`src/sv/bcd_pkg.sv`:
```
// shared types and constants for the button click detector
package bcd_pkg;

  localparam int unsigned DEB_W  = 4;
  localparam int unsigned TICK_W = 10;
  localparam int unsigned ADDR_W = 4;
  localparam int unsigned DATA_W = 32;

  localparam logic [DEB_W-1:0]  DEB_COUNT_RST  = 4'd3;
  localparam logic [TICK_W-1:0] LONG_TICKS_RST = 10'd100;
  localparam logic [TICK_W-1:0] DC_WINDOW_RST  = 10'd30;
  localparam logic [1:0]        DOUBLE_PRESSES = 2'd2;

  typedef enum logic [1:0] {
    REG_DEB_COUNT  = 2'd0,
    REG_LONG_TICKS = 2'd1,
    REG_DC_WINDOW  = 2'd2
  } reg_idx_t;

  typedef enum logic {
    ACT_TICK = 1'b0,
    ACT_READ = 1'b1
  } action_t;

  typedef enum logic [1:0] {
    EV_NONE   = 2'd0,
    EV_SINGLE = 2'd1,
    EV_DOUBLE = 2'd2,
    EV_LONG   = 2'd3
  } event_t;

  typedef enum logic [1:0] {
    PH_IDLE    = 2'd0,
    PH_PRESSED = 2'd1,
    PH_LONG    = 2'd2
  } phase_t;

  typedef struct packed {
    logic action;
    logic pin_level;
  } item_t;

  typedef struct packed {
    logic [DEB_W-1:0]  deb_count;
    logic [TICK_W-1:0] long_ticks;
    logic [TICK_W-1:0] dc_window;
  } cfg_t;

endpackage

```
`src/sv/bcd_debounce.sv`:
```
// debounce counter and stable pin level
module bcd_debounce (
  input  logic                       clk,
  input  logic                       rst_n,
  input  logic                       tick,
  input  logic                       pin_level,
  input  logic [bcd_pkg::DEB_W-1:0]  deb_count,
  output logic                       stable_nxt
);

  logic                      stable_r;
  logic [bcd_pkg::DEB_W-1:0] cnt_r, cnt_nxt, cnt_inc;

  always_comb begin
    cnt_inc    = (cnt_r == '1) ? cnt_r : cnt_r + 1'b1;
    cnt_nxt    = cnt_r;
    stable_nxt = stable_r;
    if (tick) begin
      if (pin_level != stable_r) begin
        cnt_nxt = cnt_inc;
        if (cnt_inc >= deb_count) begin
          stable_nxt = pin_level;
          cnt_nxt    = '0;
        end
      end else begin
        cnt_nxt = '0;
      end
    end
  end

  always_ff @(posedge clk) begin
    if (!rst_n) begin
      stable_r <= 1'b1;
      cnt_r    <= '0;
    end else begin
      stable_r <= stable_nxt;
      cnt_r    <= cnt_nxt;
    end
  end

endmodule

```
`src/sv/bcd_press_fsm.sv`:
```
// press timing state machine and event latch
module bcd_press_fsm #(
  parameter int unsigned COUNTER_BITS = 10
) (
  input  logic           clk,
  input  logic           rst_n,
  input  logic           en,
  input  bcd_pkg::item_t item,
  input  logic           stable,
  input  bcd_pkg::cfg_t  cfg,
  output logic [1:0]     event_res
);

  localparam int unsigned CMP_W = (COUNTER_BITS > bcd_pkg::TICK_W) ?
                                  COUNTER_BITS : bcd_pkg::TICK_W;

  bcd_pkg::phase_t          phase_r, phase_nxt;
  logic [COUNTER_BITS-1:0]  press_r, press_nxt, press_inc;
  logic [COUNTER_BITS-1:0]  rel_r, rel_nxt, rel_inc;
  logic [1:0]               spc_r, spc_nxt, spc_inc;
  logic [1:0]               latch_r, latch_nxt;
  logic [CMP_W-1:0]         press_ext, press_inc_ext, rel_inc_ext, long_ext, win_ext;
  logic                     tick, rd;

  assign tick          = en && (item.action == bcd_pkg::ACT_TICK);
  assign rd            = en && (item.action == bcd_pkg::ACT_READ);
  assign press_inc     = (press_r == '1) ? press_r : press_r + 1'b1;
  assign rel_inc       = (rel_r == '1) ? rel_r : rel_r + 1'b1;
  assign spc_inc       = spc_r + 2'd1;
  assign press_ext     = CMP_W'(press_r);
  assign press_inc_ext = CMP_W'(press_inc);
  assign rel_inc_ext   = CMP_W'(rel_inc);
  assign long_ext      = CMP_W'(cfg.long_ticks);
  assign win_ext       = CMP_W'(cfg.dc_window);

  // next phase
  always_comb begin
    phase_nxt = phase_r;
    if (tick) begin
      case (phase_r)
        bcd_pkg::PH_IDLE:    if (!stable) phase_nxt = bcd_pkg::PH_PRESSED;
        bcd_pkg::PH_PRESSED: begin
          if (stable) phase_nxt = bcd_pkg::PH_IDLE;
          else if (press_inc_ext >= long_ext) phase_nxt = bcd_pkg::PH_LONG;
        end
        bcd_pkg::PH_LONG:    if (stable) phase_nxt = bcd_pkg::PH_IDLE;
        default:             phase_nxt = bcd_pkg::PH_IDLE;
      endcase
    end
  end

  // counters and event latch
  always_comb begin
    press_nxt = press_r;
    rel_nxt   = rel_r;
    spc_nxt   = spc_r;
    latch_nxt = latch_r;
    event_res = bcd_pkg::EV_NONE;
    if (rd) begin
      event_res = latch_r;
      latch_nxt = bcd_pkg::EV_NONE;
    end else if (tick) begin
      case (phase_r)
        bcd_pkg::PH_IDLE: begin
          if (!stable) press_nxt = '0;
          // pending single click times out even on the tick a press lands
          if (spc_r != 2'd0) begin
            if (rel_inc_ext >= win_ext) begin
              latch_nxt = bcd_pkg::EV_SINGLE;
              spc_nxt   = '0;
              rel_nxt   = '0;
            end else begin
              rel_nxt = rel_inc;
            end
          end
        end
        bcd_pkg::PH_PRESSED: begin
          if (!stable) begin
            press_nxt = press_inc;
          end else begin
            if (press_ext < long_ext) begin
              if (spc_inc >= bcd_pkg::DOUBLE_PRESSES) begin
                latch_nxt = bcd_pkg::EV_DOUBLE;
                spc_nxt   = '0;
              end else begin
                spc_nxt = spc_inc;
              end
              rel_nxt = '0;
            end
            press_nxt = '0;
          end
        end
        bcd_pkg::PH_LONG: begin
          if (stable) begin
            latch_nxt = bcd_pkg::EV_LONG;
            press_nxt = '0;
            spc_nxt   = '0;
            rel_nxt   = '0;
          end
        end
        default: ;
      endcase
    end
  end

  always_ff @(posedge clk) begin
    if (!rst_n) begin
      phase_r <= bcd_pkg::PH_IDLE;
      press_r <= '0;
      rel_r   <= '0;
      spc_r   <= '0;
      latch_r <= bcd_pkg::EV_NONE;
    end else begin
      phase_r <= phase_nxt;
      press_r <= press_nxt;
      rel_r   <= rel_nxt;
      spc_r   <= spc_nxt;
      latch_r <= latch_nxt;
    end
  end

endmodule

```
`src/sv/button_click_detector.sv`:
```
// top level: request register, config registers, debounce, press fsm, result register
// an accepted request goes via the request register and result register to out_valid
// throughput: one request per cycle; the result register lets the next request in
// while a result waits, and in_stall rises only when both stages are full
// reset (synchronous, rst_n low): pin released, all counters and the event latch
// cleared, registers back to debounce 3, long press 100, double click window 30
module button_click_detector #(
  parameter int unsigned COUNTER_BITS = 10
) (
  input  logic                        clk,
  input  logic                        rst_n,
  input  logic                        in_valid,
  output logic                        in_stall,
  input  logic                        in_action,
  input  logic                        in_pin_level,
  output logic                        out_valid,
  input  logic                        out_stall,
  output logic [1:0]                  out_event_res,
  input  logic                        psel,
  input  logic                        penable,
  input  logic                        pwrite,
  input  logic [bcd_pkg::ADDR_W-1:0]  paddr,
  input  logic [bcd_pkg::DATA_W-1:0]  pwdata,
  output logic [bcd_pkg::DATA_W-1:0]  prdata,
  output logic                        pready
);

  bcd_pkg::cfg_t   cfg_r;
  bcd_pkg::item_t  item_r;
  logic            item_vld_r;
  logic            out_vld_r;
  logic [1:0]      out_ev_r;
  logic            advance;
  logic            stable_nxt;
  logic [1:0]      ev_res;
  logic [1:0]      reg_idx;

  assign pready  = 1'b1;
  assign reg_idx = paddr[3:2];

  // request moves into the result register when that register is free or draining
  assign advance   = item_vld_r && (!out_vld_r || !out_stall);
  assign in_stall  = item_vld_r && !advance;
  assign out_valid = out_vld_r;
  assign out_event_res = out_ev_r;

  always_comb begin
    prdata = '0;
    case (reg_idx)
      bcd_pkg::REG_DEB_COUNT:  prdata = bcd_pkg::DATA_W'(cfg_r.deb_count);
      bcd_pkg::REG_LONG_TICKS: prdata = bcd_pkg::DATA_W'(cfg_r.long_ticks);
      bcd_pkg::REG_DC_WINDOW:  prdata = bcd_pkg::DATA_W'(cfg_r.dc_window);
      default:                 prdata = '0;
    endcase
  end

  always_ff @(posedge clk) begin
    if (!rst_n) begin
      cfg_r.deb_count  <= bcd_pkg::DEB_COUNT_RST;
      cfg_r.long_ticks <= bcd_pkg::LONG_TICKS_RST;
      cfg_r.dc_window  <= bcd_pkg::DC_WINDOW_RST;
    end else if (psel && penable && pwrite && pready) begin
      case (reg_idx)
        bcd_pkg::REG_DEB_COUNT:  cfg_r.deb_count  <= pwdata[bcd_pkg::DEB_W-1:0];
        bcd_pkg::REG_LONG_TICKS: cfg_r.long_ticks <= pwdata[bcd_pkg::TICK_W-1:0];
        bcd_pkg::REG_DC_WINDOW:  cfg_r.dc_window  <= pwdata[bcd_pkg::TICK_W-1:0];
        default: ;
      endcase
    end
  end

  always_ff @(posedge clk) begin
    if (!rst_n) begin
      item_vld_r <= 1'b0;
      out_vld_r  <= 1'b0;
    end else begin
      if (in_valid && !in_stall) item_vld_r <= 1'b1;
      else if (advance)          item_vld_r <= 1'b0;
      if (advance)               out_vld_r  <= 1'b1;
      else if (!out_stall)       out_vld_r  <= 1'b0;
    end
  end

  always_ff @(posedge clk) begin
    if (in_valid && !in_stall) begin
      item_r.action    <= in_action;
      item_r.pin_level <= in_pin_level;
    end
    if (advance) out_ev_r <= ev_res;
  end

  bcd_debounce u_debounce (
    .clk        (clk),
    .rst_n      (rst_n),
    .tick       (advance && (item_r.action == bcd_pkg::ACT_TICK)),
    .pin_level  (item_r.pin_level),
    .deb_count  (cfg_r.deb_count),
    .stable_nxt (stable_nxt)
  );

  bcd_press_fsm #(
    .COUNTER_BITS (COUNTER_BITS)
  ) u_press_fsm (
    .clk       (clk),
    .rst_n     (rst_n),
    .en        (advance),
    .item      (item_r),
    .stable    (stable_nxt),
    .cfg       (cfg_r),
    .event_res (ev_res)
  );

endmodule

```
`config.mk`:
```
export PLATFORM = sky130hd
export DESIGN_NAME = button_click_detector
export DESIGN_NICKNAME = d
export VERILOG_FILES = /design/src/sv/bcd_pkg.sv /design/src/sv/bcd_debounce.sv /design/src/sv/bcd_press_fsm.sv /design/src/sv/button_click_detector.sv
export SDC_FILE = /design/constraint.sdc
export NUM_CORES = 1
export LEC_CHECK = 0
export ABC_AREA = 1
export BUFFER_PORTS_ARGS = -buffer_cell sky130_fd_sc_hd__buf_2
export CAP_MARGIN = 5
export CORE_MARGIN = 1.5
export CORE_UTILIZATION = 40
export DETAILED_ROUTE_END_ITERATION = 7
export SETUP_SLACK_MARGIN = 0.3
export SLEW_MARGIN = 25
export SYNTH_ARGS = -nofsm -noshare
export SYNTH_HDL_FRONTEND = slang
export SYNTH_SLANG_ARGS = --single-unit
```
`constraint.sdc`:
```
create_clock -name clk -period 5.85 [get_ports clk]
set_clock_uncertainty 0.2 [all_clocks]
set_input_delay 0.2925 -clock clk [delete_from_list [all_inputs] [get_ports clk]]
set_output_delay 0.2925 -clock clk [all_outputs]
set_load 0.02 [all_outputs]
```
==> flow_metrics.env <==
export IMPL_outcome="completed"
export IMPL_insertion_delay_ns=0.35
export IMPL_num_antenna_cells=0
export IMPL_synth_seq_area_share=0.2879
export IMPL_fin_nets=769
export IMPL_layout_drive_gt1_share=0.1223
export IMPL_post_cts_buffers=0
export IMPL_grt_remaining_overflow=0
export IMPL_fin_crit_ns=3.245
export IMPL_cp_max_fo=13
export IMPL_grt_first_pass_wirelength_um=16530
export IMPL_crit_chain="ha_1 > nand2_1 > inv_1 > nand2_1 > mux2_2 > ha_1 > nand2_1 > nand2_1 > nand2_1 > nand3_1 > nand3_1 > nand2_4 > nand2_1 > nand2_1 > nor2_1 > nand3_1 > nand2_1 > nor2_1"
export IMPL_start_kind="register"
export IMPL_yosysMostFrequentCell="nand2_1"
export IMPL_p_leak_nw=2.567
export IMPL_required_ns=5.90
export IMPL_worstSetupPathType="register to register"
export IMPL_numCtsBuffers=9
export IMPL_firstDrtPassIters=4
export IMPL_rsz0062_at_grt="false"
export IMPL_drt_iter0_markers=139
export IMPL_finalSetupTns_ns=0
export IMPL_synthCells=645
export IMPL_routed_via_density=4.809
export IMPL_area_growth_pct=11.60
export IMPL_place_hpwl_um=7483
export IMPL_syn_area_um2=4380
export IMPL_row_count=38
export IMPL_async_flop_share=0
export IMPL_port_buffer_count=34
export IMPL_hold_class="input port to register"
export IMPL_worst_ep_arrival_time_ns=3.29
export IMPL_synth_edff_count=4
export IMPL_grt_usage=0.1809
export IMPL_synth_common_cells="nand2_1, nor2_1, inv_1"
export IMPL_end_kind="register"
export IMPL_critPathTopFamily="simple AND/OR/NAND/NOR gates"
export IMPL_coreArea_um2=10750
export IMPL_grt_pass1_vias=3606
export IMPL_vias=3977
export IMPL_cts_sinks=61
export IMPL_htreeDepth=3
export IMPL_yosys_top_cells_area="dfxtp_1, nand2_1, ha_1"
export IMPL_ctsRootBufferMaster="clkbuf_8"
export IMPL_p_per_area_nw_per_um2=212.3
export IMPL_ant_nets=0
export IMPL_final_util=0.4549
export IMPL_drv_slew=0
export IMPL_ioPinCount=82
export IMPL_ir_drop_uv=121.4
export IMPL_die_h_um=107.6
export IMPL_tightestPinTransition_ns=0.9651
export IMPL_dieArea_um2=11590
export IMPL_n_fill_cell=1137
export IMPL_cts_resized=0
export IMPL_crit_top_cell="nand2_1"
export IMPL_routedWlPerCell_um=12.11
export IMPL_hold_viol=0
export IMPL_grt_max_degree=52
export IMPL_drc=0
export IMPL_critPathBufInv=1
export IMPL_yosysWarnings=0
export IMPL_cpPeakStageDelay_ns=0.41
export IMPL_die_width_um=107.6
export IMPL_place_congestion=0.8266
export IMPL_antenna_found_initial=0
export IMPL_setup_viol=0
export IMPL_ys_ff_latch=61
export IMPL_fin_crit_sh=0.5547
export IMPL_cap_violations=0
export IMPL_relSlewSlack=0.3566
export IMPL_synth_cell_type_count=47
export IMPL_initial_core_util=0.4077
export IMPL_cpMaxStageDelayCell="nand2_1"
export IMPL_cts_tree="yes"
export IMPL_synth_top_area_share=0.2605
export IMPL_synth_flop_cell="dfxtp_1"
export IMPL_wl_um=10020
export IMPL_avgSynthCellArea_um2=6.791
export IMPL_fmax_mhz=308.2
export IMPL_synth_top_area_cell="dfxtp_1"
export IMPL_clock_path_buffers=2
export IMPL_clk_pin_slew_ns=0.08
[registers in the layout, indices dropped and copies added (netlist names)]
register / flops
u_press_fsm.rel_r: 10
u_debounce.cnt_r: 4
u_press_fsm.latch_r: 2
u_press_fsm.phase_r: 2
out_valid: 1
item_vld_r: 1
out_event_res: 2
item_r: 2
u_press_fsm.press_ext: 10
cfg_r: 24
u_debounce.stable_r: 1
u_press_fsm.spc_r: 2
[logic make-up after synthesis]
logic type / Yosys count / synth area share
xor+xnor: 11 / 0.02371
flops: 61 / 0.2879
simple gates: 306 / 0.3065
compound gates: 85 / 0.1123
other cells: 2 / 0.001714
fa+ha+maj: 42 / 0.1200
buf+inv: 137 / 0.1454
mux: 1 / 0.002571
[per-layer routing]
metal  vias up  GRT usage  part of all wire
met4         0    0.04981             0.011
met1      1791     0.2356              0.49
met2       106     0.3003              0.45
li1       2073          -                 -
met3         7    0.04056             0.048
met5         -          0                 0
[placed cells by master (no fill, tap or decap), drive strengths merged, types with 3 or more instances in the layout]
cell type,synthesis,routed
clkbuf,3,9
bufinv,0,4
ha,42,42
conb,2,23
nor2,107,107
inv,99,100
o22ai,6,6
a21oi,36,36
buf,33,34
dlygate4sd3,0,7
dfxtp,57,57
nor4,3,3
o211ai,9,9
nand3,24,24
a22oi,3,3
nand4,6,6
edfxtp,4,4
nand2,159,159
o221ai,3,3
nor3,5,5
o21ai,24,24
clkinv,2,4
xor2,10,10
[metrics by stage]
step | instance area [um2] | std cells | hold WS (ns) | setup WS, ns | power, W
2_1_floorplan | 4459 | 666 | 0.1914 | 3.167 | 0.0005094
3_3_place_gp | 4548 | 804 | 0.2230 | 2.699 | 0.0005208
3_5_place_dp | 4548 | 804 | 0.2314 | 2.652 | 0.0005226
4_1_cts | 4888 | 827 | 0.01136 | 2.636 | 0.001053
5_1_grt | 4888 | 827 | 0.02539 | 2.304 | 0.001078
6_report | 4888 | 827 | 0.02744 | 2.605 | 0.001038
[where the power goes]
group | total, W | leakage, nW | internal (W) | switching [W]
Sequential | 0.000430 | 0.500 | 0.000426 | 0.00000376
Clock | 0.000521 | 0.134 | 0.000329 | 0.000192
Combinational | 0.0000876 | 1.93 | 0.0000257 | 0.0000619
[area by class of cell]
| type | instances | area, um2 | share of cell area |
|---|---|---|---|
| tap | 140 | 175.2 | 0.03583 |
| sequential | 61 | 1261 | 0.2580 |
| multi-input combinational | 468 | 2561 | 0.5239 |
| clock buffer | 9 | 123.9 | 0.02534 |
| inverter | 101 | 380.4 | 0.07781 |
| clock inverter | 7 | 146.4 | 0.02995 |
| timing repair buffer | 41 | 240.2 | 0.04914 |
[worst reg2reg max path: stages, from the launching register on]
cell     delay (ns)
dfxtp_1        0.35
ha_1           0.22
nand2_1        0.06
inv_1          0.04
nand2_1        0.12
mux2_2         0.38
ha_1           0.30
nand2_1        0.07
nand2_1        0.04
nand2_1        0.05
nand3_1        0.12
nand3_1        0.15
nand2_4        0.10
nand2_1        0.42
nand2_1        0.10
nor2_1         0.22
nand3_1        0.10
nand2_1        0.07
nor2_1         0.05
[path summary, 6_finish.rpt]
kind	start	endpoint	slack (ns)	depth (start not counted)
worst max-delay path	u_debounce.cnt_r[0]$_SDFFE_PN0P_	u_press_fsm.spc_r[0]$_SDFFE_PN0P_	2.60	18
worst min-delay path	pwdata[1]	cfg_r[1]$_SDFFE_PN1P_	0.03	3
worst max register to register	u_debounce.cnt_r[0]$_SDFFE_PN0P_	u_press_fsm.spc_r[0]$_SDFFE_PN0P_	2.60	18
worst min register to register	u_press_fsm.spc_r[1]$_SDFFE_PN0P_	u_press_fsm.spc_r[1]$_SDFFE_PN0P_	0.24	2
[repair_timing]
item	CTS	global route
endpoints found under the hold margin	8	0
setup endpoints to repair	0	0
hold buffers	7	0
Note: power is estimated with default switching activity, not from simulation.
